===== src/rtl/dnsarp_pkg.sv =====
`default_nettype none

package dnsarp_pkg;

   localparam int MAX_PACKET = 512;
   localparam int POS_W = $clog2(MAX_PACKET + 1);

   localparam int HEADER_LEN = 12;
   localparam int SKIP_LEN = 16;
   localparam int ADDR_BYTES = 4;

   localparam logic [15:0] QUERY_ID_RESET = 16'h4334;

   localparam int CSR_ADDR_W = 3;
   localparam logic CSR_INDEX_QUERY_ID = 1'b0;

   typedef enum logic [1:0] {
      STATUS_OK       = 2'd0,
      STATUS_SHORT    = 2'd1,
      STATUS_MISMATCH = 2'd2,
      STATUS_TRUNC    = 2'd3
   } status_type;

   typedef struct packed {
      status_type  status;
      logic [31:0] address;
   } result_type;

endpackage

`default_nettype wire


===== src/rtl/dnsarp_outbuf.sv =====
`default_nettype none

module dnsarp_outbuf import dnsarp_pkg::*; (
   input  wire logic        clock,
   input  wire logic        reset,
   input  wire logic        res_valid,
   input  wire result_type  result,
   output logic             in_ready,
   output logic             out_valid,
   input  wire logic        out_ready,
   output result_type       out_result
);

   logic       out_valid_ff, out_valid_in;
   logic       skid_valid_ff, skid_valid_in;
   result_type out_ff, out_in;
   result_type skid_ff, skid_in;

   always_comb begin
      out_valid_in  = out_valid_ff;
      skid_valid_in = skid_valid_ff;
      out_in        = out_ff;
      skid_in       = skid_ff;
      if (!out_valid_ff || out_ready) begin
         if (skid_valid_ff) begin
            out_in        = skid_ff;
            out_valid_in  = 1'b1;
            skid_valid_in = 1'b0;
         end else if (res_valid) begin
            out_in       = result;
            out_valid_in = 1'b1;
         end else begin
            out_valid_in = 1'b0;
         end
      end else if (res_valid) begin
         skid_in       = result;
         skid_valid_in = 1'b1;
      end
   end

   always_ff @(posedge clock) begin
      if (reset) begin
         out_valid_ff  <= 1'b0;
         skid_valid_ff <= 1'b0;
      end else begin
         out_valid_ff  <= out_valid_in;
         skid_valid_ff <= skid_valid_in;
      end
      out_ff  <= out_in;
      skid_ff <= skid_in;
   end

   assign in_ready   = !skid_valid_ff;
   assign out_valid  = out_valid_ff;
   assign out_result = out_ff;

endmodule

`default_nettype wire


===== config.mk =====
export PLATFORM = sky130hd
export DESIGN_NAME = dnsarp_outbuf
export DESIGN_NICKNAME = d
export VERILOG_FILES = /design/src/rtl/dnsarp_pkg.sv /design/src/rtl/dnsarp_outbuf.sv
export SDC_FILE = /design/constraint.sdc
export NUM_CORES = 1
export LEC_CHECK = 0
export ABC_CLOCK_PERIOD_IN_PS = 3000
export BUFFER_PORTS_ARGS = -buffer_cell sky130_fd_sc_hd__buf_4
export CORE_AREA = 2 2 81 83
export CTS_CLUSTER_SIZE = 10
export DETAILED_ROUTE_END_ITERATION = 10
export DIE_AREA = 0 0 83 85
export GPL_TIMING_DRIVEN = 0
export PLACE_DENSITY = 0.72
export SLEW_MARGIN = 15
export SYNTH_ARGS = -nofsm -noshare
export SYNTH_HDL_FRONTEND = slang
export SYNTH_SLANG_ARGS = --single-unit

===== constraint.sdc =====
create_clock -name clock -period 3 [get_ports clock]
set_clock_uncertainty 0.1 [all_clocks]
set_input_delay 0 -clock clock [delete_from_list [all_inputs] [get_ports clock]]
set_output_delay 0 -clock clock [all_outputs]
set_load 0.01 [all_outputs]

* After elaboration in Yosys (flattened, before gate mapping)
Cells that the tools add are included.
Word-level totals: bits in latches 0, output and inout bits 36, memories kept 0, bits of input ports 38, memory bits (read-only) 0, word-level logic and storage cells 18, flip-flop bits (word level) 70, RAM bits 0
Operators by class: muxes and demuxes 4, $mul 0, reductions and logical operators 7, $add $sub $neg 0, bitwise logic cells 1, equal/unequal tests 0, magnitude comparators 0, divide/modulo/power cells 0, shift operators 0
Operator list (number):
- 34-bit 2-to-1 mux | 2
- 2-bit AND reduction | 2
- 1-bit logical NOT | 2
- 1-bit 2-to-1 mux | 2
- 2-bit nonzero test | 1
- 2-bit OR reduction | 1
- 1-bit logical OR | 1
- 1-bit NOT | 1

* Depth between registers and ports, before layout
depth after elaboration 4, mapped depth 4, depth with buffers taken out 2

* Worst setup path after synthesis
Ideal clock, no wire load.
path type register -> register, start point register skid_valid_ff, end point register out_ff (netlist bit out_result[0]), enable pin, path slack 0.113 ns, cell stages (with the launch flop) 5, arrival 2.350 ns, path buffers 2, required time 2.463 ns, library setup time 0.437 ns, path through dfxtp_1 -> buf_6 -> buf_12 -> nor2_1 -> a21oi_1
Between the ends: longest elaborated chain between the ends 2
Ends and longest elaborated chain:
- start, declared | line dnsarp_outbuf.sv:15 | logic skid_valid_ff, skid_valid_in;
- start signal, assigned | line dnsarp_outbuf.sv:47 | skid_valid_ff <= skid_valid_in;
- 2-bit nonzero test (no line)
- 2-bit AND reduction (no line)
- end signal, assigned | line dnsarp_outbuf.sv:49 | out_ff <= out_in;
- end, declared | line dnsarp_outbuf.sv:16 | result_type out_ff, out_in;
Every way passes these cells. A chain may end at the register's enable or synchronous reset.

* Worst setup path after layout
start point register skid_valid_ff, end point register out_ff (netlist bit out_result[21]), enable pin
Same word-level chain as after synthesis.

==> impl_metrics.ini <==
[critical_path]
critical_path.startpoint = skid_valid_ff$_SDFFE_PP0P_
timing.rr.end = out_result[21]$_DFFE_PP_
cp.depth = 5
cp.required_ns = 2.94
crit_slowest_cell = a21oi_4
crit_fanout = 19
endpoint_kind = flop
regToRegStartpoint = skid_valid_ff$_SDFFE_PP0P_
path_cells = buf_6 > buf_12 > nor2_1 > a21oi_4 > buf_16
cpLargestDelayFamily = buffers and inverters
ff2ff_setup_slack_ns = 1.10
rr_worst_depth = 5
crit_buf_inv = 3
crit_type = reg -> reg
crit_end = out_result[21]$_DFFE_PP_
critical-path-max-stage-delay_ns = 0.50
cp.arrival_ns = 1.84
start_kind = flop

[yosys]
synth_top_cell_by_area = edfxtp_1
syn_area_sq_mm = 0.00268
syn-mean-instance-area_sq_um = 23.1
synth_seq_area_share_pct = 77.7
synth.distinct_cells = 12
syn_inst = 116
synth_nets = 154
yosysWarnings = 0
synth_top_cell_area_share_pct = 76.2
synth.top_cells.by_area = edfxtp_1, mux2_4, mux2_2
ys_ff_latch = 70

[final_layout]
diodes = 0
num-fill-cells = 455
final_common_cell = buf_4
fin_nets = 278
drive_gt1_share_pct = 51.2
mostFrequentLayoutCells = buf_4, edfxtp_1, dlygate4sd3_1, mux2_4, clkbuf_8
syn_to_final_growth_pct = 46.3
fin_area_sq_mm = 0.00392

[floorplanning]
dieHeight_um = 85
io_pins = 74
start_util_pct = 43.2
die_x_um = 83
fp-row-count = 29
coreArea_sq_mm = 0.00620
dieArea_sq_mm = 0.00706

[sta]
worst_pin_slew_ns = 0.611
setup_viol = 0
period_share_pct = 63.2
finalHoldViolations = 0
slew_headroom_pct = 59.2
rsz0062_at_grt = no
max_freq_mhz = 527
period_needed_ns = 1.90
slew_viol_final = 0
whs_ns = 0.244

[clock_network]
cts_root_buf = clkbuf_8
clkSinkCount = 70
clk_path_buf_depth = 2
post_cts_buffers = 0
cts_buffers = 9
clk_pin_slew_ns = 0.07
cts.repair.resized = 0
cts_tree = built
htree_num_levels = 3
clkLatencyLatePin_ns = 0.33
ctsHoldBuffers = 38

[detailed_routing]
vias = 1448
wl_per_cell_um = 15.3
first_pass_iters = 4
viasPerCell = 4.51
drc = 0
drt_iter0_drc = 81
drt-total-wl_mm = 4.91
ant_nets = 0

[global_route]
grt_start_max_net_pins = 20
grt_use_total_pct = 14.7
grt_pass1_wl_mm = 7.76
grt_pass1_vias = 1577
antenna_found_initial = 0
overflow = 0

[power]
power.leakage_uw = 0.00153
power_density_mw_per_mm2 = 503
peakVddDrop_v = 0.000338

[run_status]
status = completed

[place]
dp_hpwl_mm = 3.06
dpl_cell_area_sq_mm = 0.00339
place.gp.congestion = 0.706
port_buffers = 73

[flow_run]
drv_cap = 0

[min_path]
holdCritPathClass = in -> reg
holdCritStartpoint = res_valid
## flip-flops by register name, summed over array words and instances, names as in the netlist
register and cells:
out_result 34, skid_ff 34, out_valid 1, skid_valid_ff 1
## cells by family after synthesis
family	synth area share [%]
compound gates	0.373
simple gates	0.794
mux	18.2
flops	77.7
buf+inv	2.94
## synthesized netlist by cell type
cell type,instances
a21oi_1,2
and3_1,1
buf_12,3
buf_6,1
dfxtp_1,2
edfxtp_1,68
inv_1,2
mux2_2,6
mux2_4,28
nand2b_1,1
nor2_1,1
nor3_1,1
## layout make-up
type	count	area (sq um)	area share [%]
flip-flops and latches	70	2080	53.1
repair buffers	113	983	25.1
multi-input cells	40	532	13.6
clock buffers	12	135	3.45
well taps	77	96.3	2.46
plain buffers	4	71.3	1.82
clock inverters	3	12.5	0.319
inverters	2	7.51	0.192
## layer usage
metal  global-route usage (%)  part of all wire, %
met1                     16.2                   39
met2                     26.2                   56
met3                     4.09                  4.2
met4                     7.60                  1.4
met5                        0                    0
## report_power, final
group          switching [uW]  total [uW]  internal [uW]
combinational            85.0         232            147
clock                     312         601            289
sequential               13.2        1140           1130
## worst min-delay path by stage
stage / end / slack, ns / cells past startpoint
CTS: skid_ff[21]$_DFFE_PP_ / 0.24 / 2
global placement: out_valid$_SDFFE_PP0P_ / 0.07 / 2
detailed placement: out_valid$_SDFFE_PP0P_ / 0.08 / 2
finish: skid_ff[21]$_DFFE_PP_ / 0.24 / 2
global route: skid_ff[33]$_DFFE_PP_ / 0.26 / 2
floorplan: out_valid$_SDFFE_PP0P_ / -0.03 / 1
## through the flow
stage                     std cells  util (%)  setup WS (ns)  TNS (ns)  total power (uW)
final                           321      63.2           1.10         0              1970
after detailed placement        268      54.7           1.09         0              1350
after CTS                       321      63.2           1.07         0              1990
after floorplan                 116         -          0.113         0              1240
after global placement          266      53.6         -0.762    -25.83              1340
after global routing            321      63.2           1.01         0              2050
Note: power is estimated with default switching activity, not from simulation.
