<file path="config.mk">
export PLATFORM = sky130hd
export DESIGN_NAME = dnsarp_parser
export DESIGN_NICKNAME = d
export VERILOG_FILES = /design/src/rtl/dnsarp_pkg.sv /design/src/rtl/dnsarp_parser.sv
export SDC_FILE = /design/constraint.sdc
export NUM_CORES = 1
export LEC_CHECK = 0
export BUFFER_PORTS_ARGS = -buffer_cell sky130_fd_sc_hd__buf_4
export CAP_MARGIN = 30
export CELL_PAD_IN_SITES_DETAIL_PLACEMENT = 1
export CELL_PAD_IN_SITES_GLOBAL_PLACEMENT = 1
export CORE_AREA = 5 5 131 71
export CTS_CLUSTER_DIAMETER = 120
export DETAILED_ROUTE_END_ITERATION = 8
export DIE_AREA = 0 0 136 76
export PLACE_DENSITY = 0.91
export SYNTH_ARGS = -nofsm -noshare
export SYNTH_HDL_FRONTEND = slang
export SYNTH_SLANG_ARGS = --single-unit
</file>
<file path="constraint.sdc">
create_clock -name clock -period 4.1 [get_ports clock]
set_input_delay 0.205 -clock clock [delete_from_list [all_inputs] [get_ports clock]]
set_output_delay 0.205 -clock clock [all_outputs]
set_load 0.005 [all_outputs]
</file>
<file path="src/rtl/dnsarp_pkg.sv">
`default_nettype none

package dnsarp_pkg;

   localparam int MAX_PACKET = 512;
   localparam int POS_W = $clog2(MAX_PACKET + 1);

   localparam int HEADER_LEN = 12;
   localparam int SKIP_LEN = 16;
   localparam int ADDR_BYTES = 4;

   localparam logic [15:0] QUERY_ID_RESET = 16'h4334;

   localparam int CSR_ADDR_W = 3;
   localparam logic CSR_INDEX_QUERY_ID = 1'b0;

   typedef enum logic [1:0] {
      STATUS_OK       = 2'd0,
      STATUS_SHORT    = 2'd1,
      STATUS_MISMATCH = 2'd2,
      STATUS_TRUNC    = 2'd3
   } status_type;

   typedef struct packed {
      status_type  status;
      logic [31:0] address;
   } result_type;

endpackage

`default_nettype wire

</file>
<file path="src/rtl/dnsarp_parser.sv">
`default_nettype none

module dnsarp_parser import dnsarp_pkg::*; (
   input  wire logic        clock,
   input  wire logic        reset,
   input  wire logic        take,
   input  wire logic [7:0]  data_byte,
   input  wire logic        last_byte,
   input  wire logic [15:0] query_id,
   output logic             res_valid,
   output result_type       result
);

   typedef enum logic [2:0] {
      PH_HEADER,
      PH_NAME_LEN,
      PH_LABEL,
      PH_SKIP,
      PH_ADDR,
      PH_DONE
   } phase_type;

   phase_type         phase_ff, phase_in;
   logic [POS_W-1:0]  pos_ff, pos_in;
   logic [6:0]        label_ff, label_in;
   logic [4:0]        skip_ff, skip_in;
   logic [2:0]        seen_ff, seen_in;
   logic [31:0]       shift_ff, shift_in;
   logic              mismatch_ff, mismatch_in;

   always_comb begin
      phase_in    = phase_ff;
      pos_in      = pos_ff;
      label_in    = label_ff;
      skip_in     = skip_ff;
      seen_in     = seen_ff;
      shift_in    = shift_ff;
      mismatch_in = mismatch_ff;
      res_valid   = 1'b0;
      result      = '{status: STATUS_OK, address: 32'd0};

      if (take && (pos_ff < POS_W'(MAX_PACKET))) begin
         pos_in = pos_ff + POS_W'(1);
         case (phase_ff)
            PH_HEADER: begin
               if ((pos_ff == POS_W'(0)) && (data_byte != query_id[15:8])) begin
                  mismatch_in = 1'b1;
               end
               if ((pos_ff == POS_W'(1)) && (data_byte != query_id[7:0])) begin
                  mismatch_in = 1'b1;
               end
               if (pos_ff == POS_W'(HEADER_LEN - 1)) begin
                  phase_in = PH_NAME_LEN;
               end
            end
            PH_NAME_LEN: begin
               if ((data_byte == 8'd0) || data_byte[7]) begin
                  skip_in  = 5'(SKIP_LEN);
                  phase_in = PH_SKIP;
               end else begin
                  label_in = data_byte[6:0];
                  phase_in = PH_LABEL;
               end
            end
            PH_LABEL: begin
               label_in = label_ff - 7'd1;
               if (label_in == 7'd0) begin
                  phase_in = PH_NAME_LEN;
               end
            end
            PH_SKIP: begin
               skip_in = skip_ff - 5'd1;
               if (skip_in == 5'd0) begin
                  phase_in = PH_ADDR;
               end
            end
            PH_ADDR: begin
               shift_in = {shift_ff[23:0], data_byte};
               seen_in  = seen_ff + 3'd1;
               if (seen_in >= 3'(ADDR_BYTES)) begin
                  phase_in = PH_DONE;
               end
            end
            default: begin
            end
         endcase
      end

      if (take && last_byte) begin
         res_valid = 1'b1;
         if (pos_in < POS_W'(HEADER_LEN)) begin
            result.status = STATUS_SHORT;
         end else if (mismatch_in) begin
            result.status = STATUS_MISMATCH;
         end else if (seen_in < 3'(ADDR_BYTES)) begin
            result.status = STATUS_TRUNC;
         end else begin
            result.status  = STATUS_OK;
            result.address = shift_in;
         end
         phase_in    = PH_HEADER;
         pos_in      = '0;
         label_in    = '0;
         skip_in     = '0;
         seen_in     = '0;
         shift_in    = '0;
         mismatch_in = 1'b0;
      end
   end

   always_ff @(posedge clock) begin
      if (reset) begin
         phase_ff    <= PH_HEADER;
         pos_ff      <= '0;
         label_ff    <= '0;
         skip_ff     <= '0;
         seen_ff     <= '0;
         shift_ff    <= '0;
         mismatch_ff <= 1'b0;
      end else begin
         phase_ff    <= phase_in;
         pos_ff      <= pos_in;
         label_ff    <= label_in;
         skip_ff     <= skip_in;
         seen_ff     <= seen_in;
         shift_ff    <= shift_in;
         mismatch_ff <= mismatch_in;
      end
   end

endmodule

`default_nettype wire

</file>
# Yosys cells after proc, flatten, opt, wreduce, memory -nomap -nowiden
# Cells that the tools add are included.
word_totals:
  inputBits: 28
  ramBits: 0
  n_memories: 0
  latch_bits: 0
  rom_bits: 0
  output_inout_bits: 35
  wordCells: 73
  ff_bits: 61
op_classes:
  n_eq_ne: 14
  shifts: 0
  addsub: 4
  reduce_logical: 17
  muxes: 27
  n_bitwise: 0
  div: 0
  order_cmp: 4
  n_mul: 0
op_table:
  columns: ["cell", "count"]
  rows:
  - ["32-bit two-way mux", 5]
  - ["34-bit two-way mux", 1]
  - ["3-bit two-way mux", 6]
  - ["8-bit != test", 2]
  - ["3-bit case mux with 5 select lines", 1]
  - ["7-bit case mux with 2 select lines", 1]
  - ["2-bit != test, second input constant", 6]
  - ["10-bit by 1-bit adder with 10-bit output, second input constant", 1]
  - ["10-bit by 1-bit equality test with 1-bit output, second input constant", 1]
  - ["10-bit by 4-bit equality test with 1-bit output, second input constant", 1]
  - ["10-bit zero test", 1]
  - ["10-bit less-than comparator, second input constant", 1]
  - ["10-bit by 4-bit less-than comparator with 1-bit output, second input constant", 1]
  - ["10-bit two-way mux", 1]
  - ["5-bit case mux with 2 select lines", 1]
  - ["8-bit zero test", 1]
  - ["7-bit zero test", 1]
  - ["7-bit two-way mux", 1]
  - ["7-bit by 1-bit subtractor with 7-bit output, second input constant", 1]
  - ["3-bit by 2-bit equality test with 1-bit output, second input constant", 2]
  - ["1-bit two-way mux", 6]
  - ["2-bit two-way mux", 3]
  - ["3-bit AND reduction", 2]
  - ["6-bit AND reduction", 1]
  - ["other kinds (14)", 18]

# Depth between registers and ports, before layout
logic_depth:
  depth_word: 9
  ltp_mapped: 8
  depth_no_buf: 7

# Least setup slack after synthesis
# Ideal clock, no wire load.
synth_path:
  path_kind: "register -> output"
  start: "register pos_ff[0]"
  end: "output port result[10] in the netlist's numbering"
  path_buffers: 2
  required_ns: 3.895
  path_stages_with_launch: 9
  setup_slack_ns: 1.916
  arrival_time_ns: 1.979
  cell_sequence: "dfxtp_1 -> ha_1 -> clkbuf_1 -> or4bb_1 -> o211ai_1 -> a221oi_1 -> a31o_4 -> buf_6 -> nor3_2"
synth_lines:
  columns: ["element", "line_no", "text"]
  rows:
  - ["from (decl)", "dnsarp_parser.sv:24", "logic [POS_W-1:0] pos_ff, pos_in;"]
  - ["from (signal assigned)", "dnsarp_parser.sv:122", "pos_ff <= pos_in;"]
  - ["to (decl)", "dnsarp_parser.sv:11", "output result_type result"]

==> reports/summary.txt <==
number of nets produced by synthesis - 424
highest achievable clock rate - 329.3 MHz
global-route wire length before repair - 16720 µm
average wire length per cell after detail routing - 18.64 µm
static power due to leakage - 1.784 nW
worst-case clock buffer depth - 2
run status - completed
Setup violations, final - 0
Async S/R FF share, synth - 0
cell area power density - 335.6 nW/µm²
TritonRoute pass-1 iters - 5
CP Capture Type - primary output
number of buffers created by CTS - 9
signal arrival time at the worst endpoint - 2.83 ns
GRT Overall Usage - 0.2055
number of fill cells - 971
Die Y - 76 µm
Final Hold Violating Endpoints - 0
final hold slack - 0.2137 ns
category of the most critical setup path - register to primary output
overall die width - 136 µm
Final Power - 1.447 mW
Required @ worst endpoint - 3.89 ns
detailed-route wire length - 10480 µm
average instance area after synthesis - 8.981 µm²
CP Max Fanout - 33
total DRC errors in the routed layout - 0
count of non-filler cells in the finished layout - 562
total of warnings raised by yosys - 0
number of DRC markers after the initial detailed-route iteration - 187
H-tree levels - 3
nets@finish - 476
total of hold buffers inserted after clock tree synthesis - 0
share of layout cells above drive strength 1 - 0.2854
Root Buffer Master - clkbuf_16
cell count after placement - 545
cts repair resizes - 0
via density per instance - 5.407
cell area after synthesis - 3485 µm²
initial standard-cell utilization of the core - 0.4251
transition time at the pin with the least slew margin - 0.9832 ns
final clock period utilization by the worst path - 0.7407
buffers added on ports - 62
vias in the first global route - 3117
unrepaired setup endpoints after global routing - no
Worst-Skew Late Latency - 0.33 ns
number of unique standard cell types used by synthesis - 52
final count of pins violating max slew - 0
GRT Residual Overflow - 0
Final Critical Period - 3.037 ns
post-route antenna net violation count - 0
n_diodes - 0
Post-Synthesis Cells - 388
Post-Route Skew - 0.009546 ns
sequential-to-total area share from yosys stat - 0.3504
largest net degree at the start of global routing - 35
Num Clock Sinks - 61
relative max-transition margin - 0.3402
max-cap violation count - 0
startpoint types - register
Die Outline Area - 10340 µm²
Post-CTS Setup Inserts - 0
floorplan core area - 8198 µm²
vias - 3039
CTS tree - done
clock-pin slew of the registers on the worst-case setup and hold paths - 0.05 ns
total number of placement rows - 24
post-route setup TNS - 0 ns
initial antenna violation count - 0
number of enable flip-flop cells after synthesis - 0
Placer Congestion - 0.8556
DP HPWL - 7511 µm
number of cells traversed by the worst hold path - 3
worst vdd ir - 0.2243 mV
FF+latch count, synth - 61
growth of design area from synthesis to finish - 23.77%
worst hold path type - input pin to register
prevailing post-synth register cell - dfxtp_1
I/O pin cnt - 63
worst reg-to-reg path cell count - 5
-- where the power goes --
part / total (mW) / internal [mW] / switching (mW) / leakage, nW
clock: 0.759 / 0.484 / 0.275 / 0.140
combinational: 0.0909 / 0.0406 / 0.0503 / 1.15
sequential: 0.598 / 0.595 / 0.00239 / 0.492
-- registers in the layout, summed over array words and instances (netlist names) --
name	count
mismatch_ff	1
skip_ff	5
shift_ff	32
phase_ff	3
pos_ff	10
seen_ff	3
label_ff	7
-- cell type report --
cell class	instances	area, µm²	area share
clock inverter	6	62.56	0.01451
tap	117	146.4	0.03394
inverter	11	41.29	0.009574
clock buffer	10	239.0	0.05541
sequential	61	1221	0.2831
multi-input combinational	291	2095	0.4856
timing repair buffer	66	508.0	0.1178
-- path summary, 6_finish.rpt --
check / start / to / slack (ns)
min reg2reg: seen_ff[1]$_SDFFE_PP0P_ / seen_ff[1]$_SDFFE_PP0P_ / 0.48
max: pos_ff[0]$_SDFFE_PP0N_ / result[1] / 1.06
min: data_byte[0] / label_ff[0]$_SDFFE_PP0P_ / 0.21
max reg2reg: phase_ff[0]$_SDFFE_PP0P_ / label_ff[1]$_SDFFE_PP0P_ / 1.65
-- synthesized netlist by cell type, types with 2 or more instances --
cell	number	share of area
nand2_1	15	0.016
nand3_1	3	0.0043
nand3b_1	5	0.011
and3_1	2	0.0036
inv_1	11	0.012
a21oi_1	14	0.020
buf_2	13	0.019
a31o_2	4	0.010
nor4_1	3	0.0054
nor3_1	7	0.010
a31oi_1	4	0.0072
nor2_1	68	0.073
xnor2_1	25	0.063
o221a_2	2	0.0065
nand2b_1	3	0.0054
nor3b_1	2	0.0043
o21ai_0	3	0.0043
nor2b_1	3	0.0054
o31ai_1	5	0.011
buf_6	3	0.0097
xor2_1	4	0.010
or3_1	3	0.0054
nor3_2	30	0.086
clkbuf_1	9	0.0097
and2_1	3	0.0054
mux2i_1	36	0.10
nand4_1	11	0.020
ha_1	8	0.029
dfxtp_1	61	0.35
o211ai_1	5	0.011
a41oi_1	2	0.0050
-- metal layers --
| metal | vias to the layer above | routed length, µm | GRT usage |
|---|---|---|---|
| li1 | 1475 | - | - |
| met1 | 1478 | 5158 | 0.2937 |
| met2 | 74 | 4641 | 0.2962 |
| met3 | 12 | 555 | 0.06266 |
| met4 | 0 | 120 | 0.06137 |
| met5 | - | 0 | 0 |
-- cells in the final DEF, fill, tap and decap left out, types with 4 or more instances in the layout --
cell and n:
nand3b_1 5, xor2_1 4, buf_4 65, xnor2_1 25, nand4_1 11, inv_1 11
a31oi_1 4, nor3_2 30, mux2i_1 36, nor3_1 7, clkbuf_16 9, a31o_2 4
a21oi_1 14, nand2_1 14, ha_1 8, dfxtp_1 61, o31ai_1 5, nor2_1 68
o211ai_1 5
-- kinds of logic after synthesis --
logic type | after synthesis | share of synthesized area
DFF | 61 | 0.3504
AOI/OAI and AO/OA | 51 | 0.1077
xor gates and xnor gates | 29 | 0.07289
muxes | 36 | 0.1034
adders and majority gates | 8 | 0.02873
buffers and inverters | 36 | 0.04991
and+or+nand+nor | 167 | 0.2869
-- per-stage QoR --
step                utilization  cell area (µm²)  setup slack [ns]
CTS                      0.5237             4293             1.057
global placement         0.4869             3991             1.601
finish                   0.5261             4313             1.063
floorplan                     -             3485             1.916
global route             0.5261             4313            0.8842
detailed placement       0.4869             3991             1.460
-- critical path, cell delays in order (launching register included) --
cell	delay (ns)
dfxtp_1	0.38
ha_1	0.34
or4bb_1	0.21
o211ai_1	0.10
a221oi_1	0.54
a31o_4	0.60
nor3_1	0.14
buf_4	0.16
Note: power is estimated with default switching activity, not from simulation.
