`config.mk`:
```
export PLATFORM = sky130hd
export DESIGN_NAME = dnsarp_csr
export DESIGN_NICKNAME = d
export VERILOG_FILES = /design/src/rtl/dnsarp_pkg.sv /design/src/rtl/dnsarp_csr.sv
export SDC_FILE = /design/constraint.sdc
export NUM_CORES = 1
export LEC_CHECK = 0
export BUFFER_PORTS_ARGS = -buffer_cell sky130_fd_sc_hd__buf_2
export CORE_UTILIZATION = 39
export CTS_BUF_LIST = sky130_fd_sc_hd__clkbuf_16
export DETAILED_ROUTE_END_ITERATION = 10
export PLACE_DENSITY = 0.87
export SETUP_SLACK_MARGIN = 0.5
export SLEW_MARGIN = 20
export SYNTH_ARGS = -nofsm -noshare
export SYNTH_HDL_FRONTEND = slang
export SYNTH_SLANG_ARGS = --single-unit
```
`constraint.sdc`:
```
create_clock -name clock -period 2.33 [get_ports clock]
set_clock_uncertainty 0.1 [all_clocks]
set_input_delay 0 -clock clock [delete_from_list [all_inputs] [get_ports clock]]
set_output_delay 0 -clock clock [all_outputs]
set_load 0.01 [all_outputs]
```
`src/rtl/dnsarp_pkg.sv`:
```
`default_nettype none

package dnsarp_pkg;

   localparam int MAX_PACKET = 512;
   localparam int POS_W = $clog2(MAX_PACKET + 1);

   localparam int HEADER_LEN = 12;
   localparam int SKIP_LEN = 16;
   localparam int ADDR_BYTES = 4;

   localparam logic [15:0] QUERY_ID_RESET = 16'h4334;

   localparam int CSR_ADDR_W = 3;
   localparam logic CSR_INDEX_QUERY_ID = 1'b0;

   typedef enum logic [1:0] {
      STATUS_OK       = 2'd0,
      STATUS_SHORT    = 2'd1,
      STATUS_MISMATCH = 2'd2,
      STATUS_TRUNC    = 2'd3
   } status_type;

   typedef struct packed {
      status_type  status;
      logic [31:0] address;
   } result_type;

endpackage

`default_nettype wire

```
`src/rtl/dnsarp_csr.sv`:
```
`default_nettype none

module dnsarp_csr import dnsarp_pkg::*; (
   input  wire logic                  clock,
   input  wire logic                  reset,
   input  wire logic                  csr_psel,
   input  wire logic                  csr_penable,
   input  wire logic                  csr_pwrite,
   input  wire logic [CSR_ADDR_W-1:0] csr_paddr,
   input  wire logic [31:0]           csr_pwdata,
   output logic [31:0]                csr_prdata,
   output logic                       csr_pready,
   output logic [15:0]                query_id
);

   logic [15:0] query_id_ff;
   logic [15:0] query_id_in;
   logic        hit_query_id;

   assign hit_query_id = (csr_paddr[2] == CSR_INDEX_QUERY_ID);
   assign csr_pready = 1'b1;

   always_comb begin
      query_id_in = query_id_ff;
      if (csr_psel && csr_penable && csr_pwrite && csr_pready && hit_query_id) begin
         query_id_in = csr_pwdata[15:0];
      end
   end

   always_ff @(posedge clock) begin
      if (reset) begin
         query_id_ff <= QUERY_ID_RESET;
      end else begin
         query_id_ff <= query_id_in;
      end
   end

   assign csr_prdata = hit_query_id ? {16'd0, query_id_ff} : 32'd0;
   assign query_id = query_id_ff;

endmodule

`default_nettype wire

```
# Yosys cells after proc, flatten, opt, wreduce, memory -nomap -nowiden
# Cells that the tools add are included.
[word_totals]
out_inout_bits = 49
regBits = 16
word_cells = 6
input_bits = 40
[op_classes]
mux = 1
reduce_logical = 3
bitwise_logic = 1
[ops]
columns = ["cell", "count"]
rows = [
  ["$mux W16", 1],
  ["$logic_and A1 B1 Y1", 3],
  ["$not A1 Y1", 1],
]

# Depth between registers and ports, before layout
# Gate-level depths: netlist (run 1).
[logic_depth]
depth_word = 3
ltp_mapped = 4
depth_no_buf = 2

# Least setup slack after synthesis (run 1)
# Ideal clock, no wire load.
[synth_path]
kind = "input port to flip-flop"
startpoint = "input port csr_paddr[2]"
endpoint = "register query_id_ff[4], in the netlist query_id[4]"
cell_stages = 4
t_arrival_ns = 0.669
path_slack_ns = 1.490
required_time_ns = 2.158
n_path_buf = 2
path_cell_list = "and4b_1 buf_6 buf_12 mux2i_1"
[synth_between]
elab_chain_len = 2
[synth_lines]
columns = ["item", "line", "rtl"]
rows = [
  ["from (decl)", "dnsarp_csr.sv:9", "input wire logic [CSR_ADDR_W-1:0] csr_paddr,"],
  ["$not A1 Y1", "dnsarp_csr.sv:20", "assign hit_query_id = (csr_paddr[2] == CSR_INDEX_QUERY_ID);"],
  ["$logic_and A1 B1 Y1", "dnsarp_csr.sv:25", "if (csr_psel && csr_penable && csr_pwrite && csr_pready && hit_query_id) begin"],
  ["to (signal assigned)", "dnsarp_csr.sv:34", "query_id_ff <= query_id_in;"],
  ["to (decl)", "dnsarp_csr.sv:16", "logic [15:0] query_id_ff;"],
]
# Every way passes these cells.
# A chain may end at the register's enable or synchronous reset.

# Worst setup path after layout (run 1)
[layout_path]
startpoint = "register query_id_ff[0], in the netlist query_id[0]"
endpoint = "output port csr_prdata[0]"
[layout_between]
elab_chain_len = 1
[layout_lines]
columns = ["item", "line", "rtl"]
rows = [
  ["$mux W16", "dnsarp_csr.sv:38", "assign csr_prdata = hit_query_id ? {16'd0, query_id_ff} : 32'd0;"],
  ["to (decl)", "dnsarp_csr.sv:11", "output logic [31:0] csr_prdata,"],
]
# Every way passes these cells.

==> results of run 1 <==
[synth_stat cells]
| library cell | count |
|---|---|
| and2b_2 | 6 |
| nand2b_1 | 20 |
| dfxtp_1 | 16 |
| conb_1 | 2 |
| buf_4 | 17 |
| and4b_1 | 1 |
| clkbuf_1 | 4 |
| mux2i_1 | 16 |
| buf_6 | 1 |
| nor2b_1 | 10 |
| buf_12 | 1 |
| nor2_1 | 12 |
[final cells by class]
| cell class | instances | share of cell area |
|---|---|---|
| clock inverters | 1 | 0.00271 |
| flip-flops and latches | 16 | 0.231 |
| well taps | 28 | 0.0253 |
| multi-input cells | 82 | 0.375 |
| repair buffers | 70 | 0.312 |
| clock buffers | 3 | 0.0542 |
[worst register-to-register path, cell delays in order, from the launching register on]
cell	delay, ps
dfxtp_1	360
nand2b_1	70
mux2i_1	140
[power breakdown]
| part | leakage, nW | internal (mW) | switching (mW) |
|---|---|---|---|
| clock | 0.0385 | 0.227 | 0.103 |
| combinational | 0.509 | 0.0586 | 0.0542 |
| sequential | 0.130 | 0.280 | 0.00418 |
| total | 0.678 | 0.566 | 0.162 |
[logic make-up after synthesis]
kind of cell,share of synthesized area
AND/OR/NAND/NOR,0.308
other,0.00785
multiplexers,0.167
buffers and inverters,0.182
flip-flops,0.335
[stage by stage]
step | total power [mW] | hold slack [ps]
final | 0.728 | 155
after global routing | 0.759 | 203
after CTS | 0.734 | 149
after detailed placement | 0.381 | 166
after global placement | 0.378 | 156
after floorplan | 0.368 | 54.7
[how the worst max path moves through the flow]
| stage | startpoint | cells after the start | slack [ps] | endpoint |
|---|---|---|---|---|
| CTS | query_id[12]$_SDFFE_PP0P_ | 2 | 1340 | csr_prdata[12] |
| global route | query_id[10]$_SDFFE_PP0P_ | 2 | 1290 | csr_prdata[10] |
| finish | query_id[0]$_SDFFE_PP0P_ | 2 | 1350 | csr_prdata[0] |
| detailed placement | csr_paddr[2] | 4 | 1140 | query_id[0]$_SDFFE_PP0P_ |
| global placement | csr_paddr[2] | 4 | 1200 | query_id[11]$_SDFFE_PP0P_ |
| floorplan | csr_paddr[2] | 4 | 1490 | query_id[4]$_SDFFE_PP1P_ |
[metal layers]
metal  vias to the layer above  wire length, um  track usage
met4                         0               30       0.0811
li1                        428                -            -
met5                         -                0            0
met3                         2               81       0.0292
met1                       396              811        0.153
met2                        34             1230        0.353
==> run summary, run 1 <==
The run gives 0 as the number of max-capacitance violations reported. The effective utilization at floorplan came out at 0.425. In this run the remaining antenna-violating nets after routing total 0. CTS placed an instance of clkbuf_16 at the clock tree root. The shortest clock period the worst path allows after layout is 983 ps. Across all setup checks in the final design, the least slack found is 1350 ps. The cell count after synthesis came out at 106. For the wire length reported by the detailed router, the log shows 2150 um. After detailed routing, the average wire length per cell comes to 10.8 um. In the routed layout, each cell is associated on average with a via count of 4.30. In the layout the commonest cells are 53 x buf_2, 20 x nand2b_1, 17 x conb_1. Summed over all cells, the static leakage comes to 0.678 nW. For this design, the slowest cell found on the critical path is dfxtp_1. For the final net count, the log shows 213. The tools report the critical register-to-register path startpoint as query_id[0]$_SDFFE_PP0P_.

Final cell utilization of the core: 0.615. The peak fanout along the critical path works out to 3. After floorplanning, the core was divided into 17 placement rows.

The share of the clock period used by the worst path after layout works out to 0.422. The number of levels in the clock H-tree came out at 1. The highest achievable clock rate is 1.02 GHz, and the number of placed I/O pins is 89. Excluding fillers, the count of instances in the completed layout stands at 200. In this run the cell area of the synthesized design comes to 957 um^2. The first global-routing pass estimated 3320 um of wire. Traced cell by cell, the critical path runs through and2b_2 -> buf_2.

The area share of the leading cell type in the synthesized netlist was 0.335. The logs give 2230 ps for the data required time of the critical path and 240 ps for the worst-skew pair later-pin latency. Compared with the post-synthesis result, the final layout area differs by 44.8%.

After global routing the overflow that remains totals 0. The number of different library cells used by synthesis comes to 12. Setup slack on the worst reg-to-reg path comes out at 1580 ps. The worst hold path begins at reset. TritonCTS built the clock tree. Post-CTS repair changed the size of 0 cells. The sequential area share after synthesis was 0.335. Buffering stage count on the worst path with inverters included: 1.

For the peak supply drop, the log shows 341 uV. The HPWL after detailed placement is 1410 um, and the maximum count of clock buffers along a single path is 2. Counting every sink on the clock net gives 16.

Clock-pin slew was measured on the worst setup and hold paths at 50 ps. Once placement finished, the instance area stood at 1150 um^2. The run gives 16 as the number of hold buffers added after CTS.

The worst setup path is launched from a flop. The tools report the worst min-delay path endpoint as query_id[5]$_SDFFE_PP1P_. The tools report the post-CTS setup buffer count as 0.

The biggest area contributor in the post-synthesis netlist is dfxtp_1. The number of antenna diodes in the final layout is 0. The die covers 2660 um^2.

For this run, the slowest stage of the critical path takes 330 ps. The number of antenna violations at the first check in global routing was 0. For this design the ratio of total power to cell area is 525 nW/um^2. Count of filler cells inserted in the layout: 203. The worst slack after detailed placement was 1140 ps. Die span in x: 51.5 um. For this block, the initial DRC count from the detailed router was 3.

The tools report the total iterations of the first detailed-routing run as 2. Counting flops and latches in the post-synthesis netlist gives 16. Yosys attributes the largest share of cell area to dfxtp_1 33%, mux2i_1 17%, buf_4 13%.

The hold path depth was 3; the fraction of final layout cells sized beyond drive strength 1 was 0.366. The logs give 2250 um^2 for the floorplan core area and 803 for the via count of the first global-routing pass. Class of the most critical hold timing path: input pin to flop. Clock tree synthesis inserted a total of 3 buffers.

The average instance area after synthesis came out at 9.03 um^2. The category of the critical setup timing path is flop to output pin. Cell depth of the worst flop-to-flop path: 2.

The total routing resource utilization after global routing was 0.170. Final hold violation count: 0. The logs give 0 for the final setup violation count and 860 for the number of vias in the routed layout. The worst setup path is captured at an output pin. Family with the most delay on the worst path: flip-flops.

In this run the vertical extent of the chip is 51.5 um. Entering global routing, the biggest net connects 33 pins. In the routed design, unresolved DRC markers number 0. Multi-input logic area: 519 um^2. The register with the most flip-flops in the layout has 16 of them. Routability-driven placement finished with a final weighted congestion of 0.654.

Adding up every negative setup slack in the final design gives 0 ps. The endpoint of the worst register-to-register path is query_id[0]$_SDFFE_PP0P_. Counting tap cells, the placed design contains a total of 180 instances. Setup repair after global routing left no endpoint under its margin. The most common cell after layout, fill and taps aside was buf_2. The final non-filler cell area was 1390 um^2.

The Yosys step of the flow raised 0 warnings. The number of buffer cells added on primary ports was 53. The run finished with clean final reports.

For the worst setup path, the data arrival time is 880 ps. Across the whole layout, storage elements account for 320 um^2. The number of pins with negative max-slew slack in the final report came out at 0.
Power figures use the tool's default switching activity.
==> run 2: changes to the inputs <==
- CORE_UTILIZATION: 39 -> 36
- PLACE_DENSITY: 0.87 -> 0.82
- clock period: 2.33 -> 1 ns (I/O delays scaled with it)
==> run 2 against run 1 <==
Compared with the run above:
- highest routed layer unchanged
- flip-flop and latch count stayed put
- the run now ends with negative hold slack left
- first-iteration DRC count grew to 4.0 times the previous value
- final cell count is 2.0% higher
- worst setup slack worse by 1300 ps
==> run summary, run 2 (synthesis gave the netlist of run 1 again) <==
The flow ran to the end, but the final reports show violations. The checks that failed: negative hold slack. The category of the critical setup timing path is flop to output pin (unchanged). The weighted congestion at the end of routability-driven global placement is 0.635 (was 0.654). The wire length reported by the detailed router was 2710 um (was 2150 um); the number of DRC violations after detailed routing was 0 (unchanged). The via-per-instance ratio was 4.45 (was 4.30); the HPWL after detailed placement was 1510 um (was 1410 um).

Peak supply drop: 1100 uV (was 341 uV). The final hold violation count is 16 (was 0). The class of the most critical hold timing path was input pin to flop (unchanged). The number of DRC markers after the initial detailed-route iteration was 12 (was 3). Family with the most delay on the worst path: flip-flops (unchanged). Element type at the critical path start: a flop (unchanged). Worst-case hold slack: -93.0 ps (was 155 ps).

Count of filler cells inserted in the layout: 164 (was 203). The logs give 1 (unchanged) for the number of levels in the clock H-tree and 2870 um^2 (was 2660 um^2) for the full die area. The sink count of the clock tree is 16 (unchanged), and the clock-pin slew on the worst setup and hold paths is 50 ps (about the same).

The run gives 870 ps (was 880 ps) as the data arrival time of the critical path. Cells along the critical path: and2b_2 -> buf_6 (was and2b_2 -> buf_2). Most common cell after layout, fill and taps aside: buf_6 (was buf_2).

The share of the clock period used by the worst path after layout was 0.971. The peak fanout along the critical path works out to 2 (was 3). The remaining antenna violation count is 0 (unchanged), and the buffering stage count on the worst path with inverters included is 1 (unchanged). The maximum single-stage delay on the critical path works out to 310 ps (was 330 ps). The via count of the first global-routing pass came out at 804 (was 803).

Setup repair after global routing could not meet its margin everywhere. The number of max-capacitance violations reported came out at 0 (unchanged). For the number of antenna violations at the first check in global routing, the log shows 0 (unchanged). The worst-skew pair later-pin latency is 240 ps (about the same), and the average wire length per cell after detail routing is 13.3 um (was 10.8 um). The run gives 3 (unchanged) as the number of buffers created by CTS.

The total routing resource utilization after global routing was 0.184 (was 0.170). Most frequent cells in the layout: 47 x buf_6, 20 x buf_2, 17 x nand2b_1, 17 x conb_1 (was 53 x buf_2, 20 x nand2b_1, 17 x conb_1). The final setup violation count is 0 (unchanged), and the largest net degree at the start of global routing is 33 (unchanged). The run gives 170 ps (was 1580 ps) as the worst-case register-to-register setup slack. The maximum count of clock buffers along a single path is 2 (unchanged), and the data required time of the critical path is 900 ps (was 2230 ps). The endpoint class of the critical path was an output pin (unchanged).

The flip-flop count of the largest register, all copies and words added is 16 (unchanged), and the remaining global-route overflow is 0 (unchanged). The hold path depth came out at 3 (unchanged). The die span in x is 53.6 um (was 51.5 um), and the shortest clock period the worst path allows after layout is 971 ps. The wire length of the first global-routing pass was 3750 um (was 3320 um); the total iterations of the first detailed-routing run was 4 (was 2).

Cell with the biggest individual delay on the critical path: dfxtp_2 (was dfxtp_1). The fraction of final layout cells sized beyond drive strength 1 came out at 0.644 (was 0.366). TritonCTS built the clock tree. The tools report the number of pins with negative max-slew slack in the final report as 0 (unchanged). The run gives 0.844 nW (was 0.678 nW) as the leakage dissipation. The root buffer cell is clkbuf_16 (unchanged). The vertical die dimension works out to 53.6 um (was 51.5 um). The synthesis-to-layout area growth came out at 86.1% (was 44.8%).

Number of vias in the routed layout: 907 (was 860). The effective utilization at floorplan is 0.383 (was 0.425). The number of placed I/O pins is 89 (unchanged), and the final cell utilization of the core is 0.713 (was 0.615). The total stage count of the critical path is 2 (unchanged), and the number of standard-cell rows in the floorplan is 18 (was 17).

The final net count was 215 (was 213); the number of buffer cells added on primary ports was 53 (unchanged). The area occupied by registers is 340 um^2 (was 320 um^2). The cell depth of the worst flop-to-flop path works out to 3 (was 2).

The logs give 0 ps (unchanged) for the final total negative setup slack and 2500 um^2 (was 2250 um^2) for the floorplan core area. Static timing analysis puts the maximum clock frequency at 1.03 GHz. The total power density per cell area is 1010 nW/um^2 (was 525 nW/um^2). Antenna diode instance count: 0 (unchanged).

The multi-input logic area was 626 um^2 (was 519 um^2).
-- run 2: cell types whose count changed in the layout (fill, tap and decap cells not counted), moves of 2 or more --
cell | previous run | this run
dfxtp_1 | 16 | 0
dlygate4sd3_1 | 16 | 0
nand2b_4 | 0 | 3
nor2b_1 | 10 | 0
buf_4 | 1 | 3
nor2b_4 | 0 | 10
buf_6 | 0 | 47
buf_2 | 53 | 20
dfxtp_2 | 0 | 16
nand2b_1 | 20 | 17
-- run 2: worst min-delay path, stage by stage --
cell and delay, ps:
buf_2 100, nand2b_1 50, mux2i_1 60
-- run 2: stage by stage --
| step | setup WS, ps | hold WS [ps] | cells | instance area (um^2) | total power [mW] |
|---|---|---|---|---|---|
| 2_1_floorplan | 160 | 47.2 | 121 | 1100 | 0.883 |
| 3_3_place_gp | 64.5 | 155 | 183 | 1250 | 0.913 |
| 3_5_place_dp | 40.5 | 166 | 183 | 1250 | 0.923 |
| 4_1_cts | 39.1 | -90.1 | 195 | 1620 | 1.77 |
| 5_1_grt | 5.85 | -86.1 | 204 | 1780 | 1.88 |
| 6_report | 28.7 | -93.0 | 204 | 1780 | 1.79 |
-- run 2: per-layer routing --
metal | global-route usage | up-vias | share of wire
li1 | - | 434 | -
met1 | 0.194 | 425 | 0.39
met2 | 0.365 | 46 | 0.53
met3 | 0.0395 | 2 | 0.070
met4 | 0.0439 | 0 | 0.0037
met5 | 0 | - | 0
-- run 2: report_power, final --
| part | internal, mW | switching [mW] | leakage, nW |
|---|---|---|---|
| logic | 0.188 | 0.156 | 0.674 |
| registers | 0.655 | 0.0113 | 0.132 |
| clock network | 0.530 | 0.250 | 0.0385 |
-- run 2: what timing repair did --
action                                 CTS  global route
endpoints found under the hold margin   16            16
setup buffers                            7             9
gates resized for setup                 44            20
gates cloned                             1             0
setup endpoints to repair               48            48
pin swaps                                3             1
-- run 2: worst paths after layout --
path                                 start                   endpoint
hold reg to reg   query_id[6]$_SDFFE_PP0P_   query_id[6]$_SDFFE_PP0P_
setup / recovery  query_id[3]$_SDFFE_PP0P_              csr_prdata[3]
setup reg to reg  query_id[2]$_SDFFE_PP1P_   query_id[2]$_SDFFE_PP1P_
hold / removal              csr_pwdata[13]  query_id[13]$_SDFFE_PP0P_
-- run 2: area by class of cell --
cell class                 instances  share of cell area
clock inverter                     1             0.00211
clock buffer                       3              0.0421
multi-input combinational         82               0.351
sequential                        16               0.191
timing repair buffer              72               0.393
tap                               30              0.0211
==> run 3: changes to the inputs <==
==> constraint.sdc (replaced) <==
create_clock -name clock -period 1 [get_ports clock]
set_clock_uncertainty 0.1 [all_clocks]
set_input_delay 0.1 -clock clock [delete_from_list [all_inputs] [get_ports clock]]
set_output_delay 0.1 -clock clock [all_outputs]
set_load 0.01 [all_outputs]
==> run 3 against run 2 <==
Compared with the run above:
- combinational power rose by 5%
- routed wire length rose by 14%
- global-route usage rose by 1.0 points
- the run ends with negative setup slack left
- sequential power barely moved
- clock power fell by 3.1%
- die area did not move
==> run summary, run 3 (synthesis gave the netlist of run 1 again) <==
The flow ran to the end, but the final reports show violations. Violated checks: negative setup slack (was negative hold slack). For the antenna diode instance count, the log shows 0 (unchanged).

The die span in x works out to 53.6 um (unchanged). For the final hold violation count, the log shows 0 (was 16). The element type at the critical path start is a flop (unchanged). The average wire length per cell after detail routing is 14.8 um (was 13.3 um). Shortest clock period the worst path allows after layout: 1100 ps (was 971 ps).

The count of placed standard cells in the final layout, fillers left out is 209 (was 204). The flip-flop count of the largest register, all copies and words added came out at 16 (unchanged). The run gives 1130 um (was 1070 um) as the detailed-routing wirelength on met1. Number of DRC markers after the initial detailed-route iteration: 6 (was 12).

The tools report the root buffer cell as clkbuf_16 (unchanged). Number of vias in the routed layout: 928 (was 907). The tools report the worst-case hold slack as 19.8 ps (was -93.0 ps). For the floorplan core area, the log shows 2500 um^2 (unchanged). For the number of buffers created by CTS, the log shows 3 (unchanged). The synthesis-to-layout area growth works out to 91.2% (was 86.1%). The cell with the biggest individual delay on the critical path is dfxtp_2 (unchanged). The routed wire length on met2 was 1680 um (was 1440 um); the remaining global-route overflow was 0 (unchanged). The tools report the endpoint class of the critical path as an output pin (unchanged).

Maximum single-stage delay on the critical path: 320 ps (was 310 ps). The final net count was 221 (was 215). For the number of hold buffers added after CTS, the log shows 0. Total iterations of the first detailed-routing run: 3 (was 4).

The clock-pin slew on the worst setup and hold paths was 50 ps (about the same). The effective utilization at floorplan was 0.383 (unchanged); the weighted congestion at the end of routability-driven global placement was 0.614 (was 0.635). The tools report the number of levels in the clock H-tree as 1 (unchanged).

The largest net degree at the start of global routing was 33 (unchanged); the fraction of final layout cells sized beyond drive strength 1 was 0.665 (was 0.644). Setup repair after global routing could not meet its margin everywhere. The tools report the total routing resource utilization after global routing as 0.195 (was 0.184). The run gives 89 (unchanged) as the number of placed I/O pins. The final worst-path setup slack was -102 ps (was 28.7 ps).

The final cell utilization of the core was 0.732 (was 0.713). For the remaining antenna violation count, the log shows 0 (unchanged). The highest achievable clock rate came out at 0.908 GHz (was 1.03 GHz).

The share of the clock period used by the worst path after layout was 1.10 (was 0.971). The final total negative setup slack is -841 ps (was 0 ps). The total placed cells including tap cells is 186 (was 183).

The buffering stage count on the worst path with inverters included was 1 (unchanged). Category of the critical setup timing path: flop to output pin (unchanged). The via-per-instance ratio was 4.44 (was 4.45); the met3 routed wirelength was 242 um (was 189 um). The total power density per cell area works out to 977 nW/um^2 (was 1010 nW/um^2). The logs give 824 uV (was 1100 uV) for the peak supply drop and 800 ps (was 900 ps) for the data required time of the critical path. The family with the most delay on the worst path was flip-flops (unchanged).

The wire length reported by the detailed router was 3090 um (was 2710 um). The wire length of the first global-routing pass was 3910 um (was 3750 um). For the worst-skew pair later-pin latency, the log shows 240 ps (about the same). The number of buffer cells added on primary ports came out at 53 (unchanged). The vertical die dimension works out to 53.6 um (unchanged). The via count of the first global-routing pass was 826 (was 804).

The run gives 17 (was 0) as the final setup violation count. The logs give 16 (unchanged) for the sink count of the clock tree and 0 (unchanged) for the number of max-capacitance violations reported. The logs give 0.879 nW (was 0.844 nW) for the leakage dissipation and 0 (unchanged) for the number of DRC violations after detailed routing. The number of pins with negative max-slew slack in the final report is 0 (unchanged).

Class of the most critical hold timing path: input pin to flop (unchanged). Most frequent cells in the layout: 54 x buf_6, 20 x buf_2, 17 x nand2b_1, 17 x conb_1, 16 x dfxtp_2 (was 47 x buf_6, 20 x buf_2, 17 x nand2b_1, 17 x conb_1). The peak fanout along the critical path was 2 (unchanged). Most common cell after layout, fill and taps aside: buf_6 (unchanged).

The logs give 0 (unchanged) for the number of antenna violations at the first check in global routing and 162 (was 164) for the count of filler cells inserted in the layout. The run gives 627 um^2 (was 626 um^2) as the multi-input logic area. Sum of internal, switching and leakage power: 1.79 mW (about the same). Cells along the critical path: and2b_2 -> buf_6 (unchanged).

TritonCTS built the clock tree. The full die area was 2870 um^2 (unchanged); the data arrival time of the critical path was 900 ps (was 870 ps). The area occupied by registers came out at 340 um^2 (unchanged). The HPWL after detailed placement is 1510 um (about the same). The run gives 18 (unchanged) as the number of standard-cell rows in the floorplan. The maximum count of clock buffers along a single path was 2 (unchanged).

The uppermost layer routed was met4 (unchanged).
==> run 3: path summary, 6_finish.rpt <==
kind                                             endpoint  slack (ps)                      start  depth (start not counted)
worst max-delay path                        csr_prdata[1]        -100   query_id[1]$_SDFFE_PP0P_                          2
worst min-delay path             query_id[5]$_SDFFE_PP1P_          20              csr_pwdata[5]                          3
worst max register to register  query_id[13]$_SDFFE_PP0P_         100  query_id[13]$_SDFFE_PP0P_                          3
worst min register to register   query_id[5]$_SDFFE_PP1P_         430   query_id[5]$_SDFFE_PP1P_                          2
==> run 3: metal layers <==
metal  up-vias  global-route usage
met3         4              0.0565
met1       431               0.188
li1        444                   -
met5         -                   0
met4         0               0.105
met2        49               0.367
==> run 3: final cells by class <==
cell class | count | area share
sequential | 16 | 0.186
tap | 30 | 0.0205
timing repair buffer | 78 | 0.410
multi-input combinational | 82 | 0.342
clock buffer | 3 | 0.0410
==> run 3: worst min-delay path: stages <==
cell and delay (ps):
buf_2 70, nor2_1 30, mux2i_1 110
==> run 3: per-stage QoR <==
stage	area (um^2)	setup WS (ps)
floorplan	1100	59.7
global placement	1270	-24.8
detailed placement	1270	-50.4
CTS	1690	-73.7
global route	1830	-112
finish	1830	-102
==> run 3: what timing repair did <==
| action | CTS | global route |
|---|---|---|
| setup endpoints to repair | 48 | 48 |
| gates resized for setup | 51 | 19 |
| pin swaps | 1 | 0 |
| buffers inserted | 13 | 7 |
==> run 3: power by group <==
| group | internal, mW | total, mW | switching, mW | leakage, nW |
|---|---|---|---|---|
| Sequential | 0.656 | 0.670 | 0.0140 | 0.132 |
| Clock | 0.524 | 0.757 | 0.233 | 0.0370 |
| Combinational | 0.200 | 0.361 | 0.161 | 0.710 |
| Total | 1.38 | 1.79 | 0.408 | 0.879 |
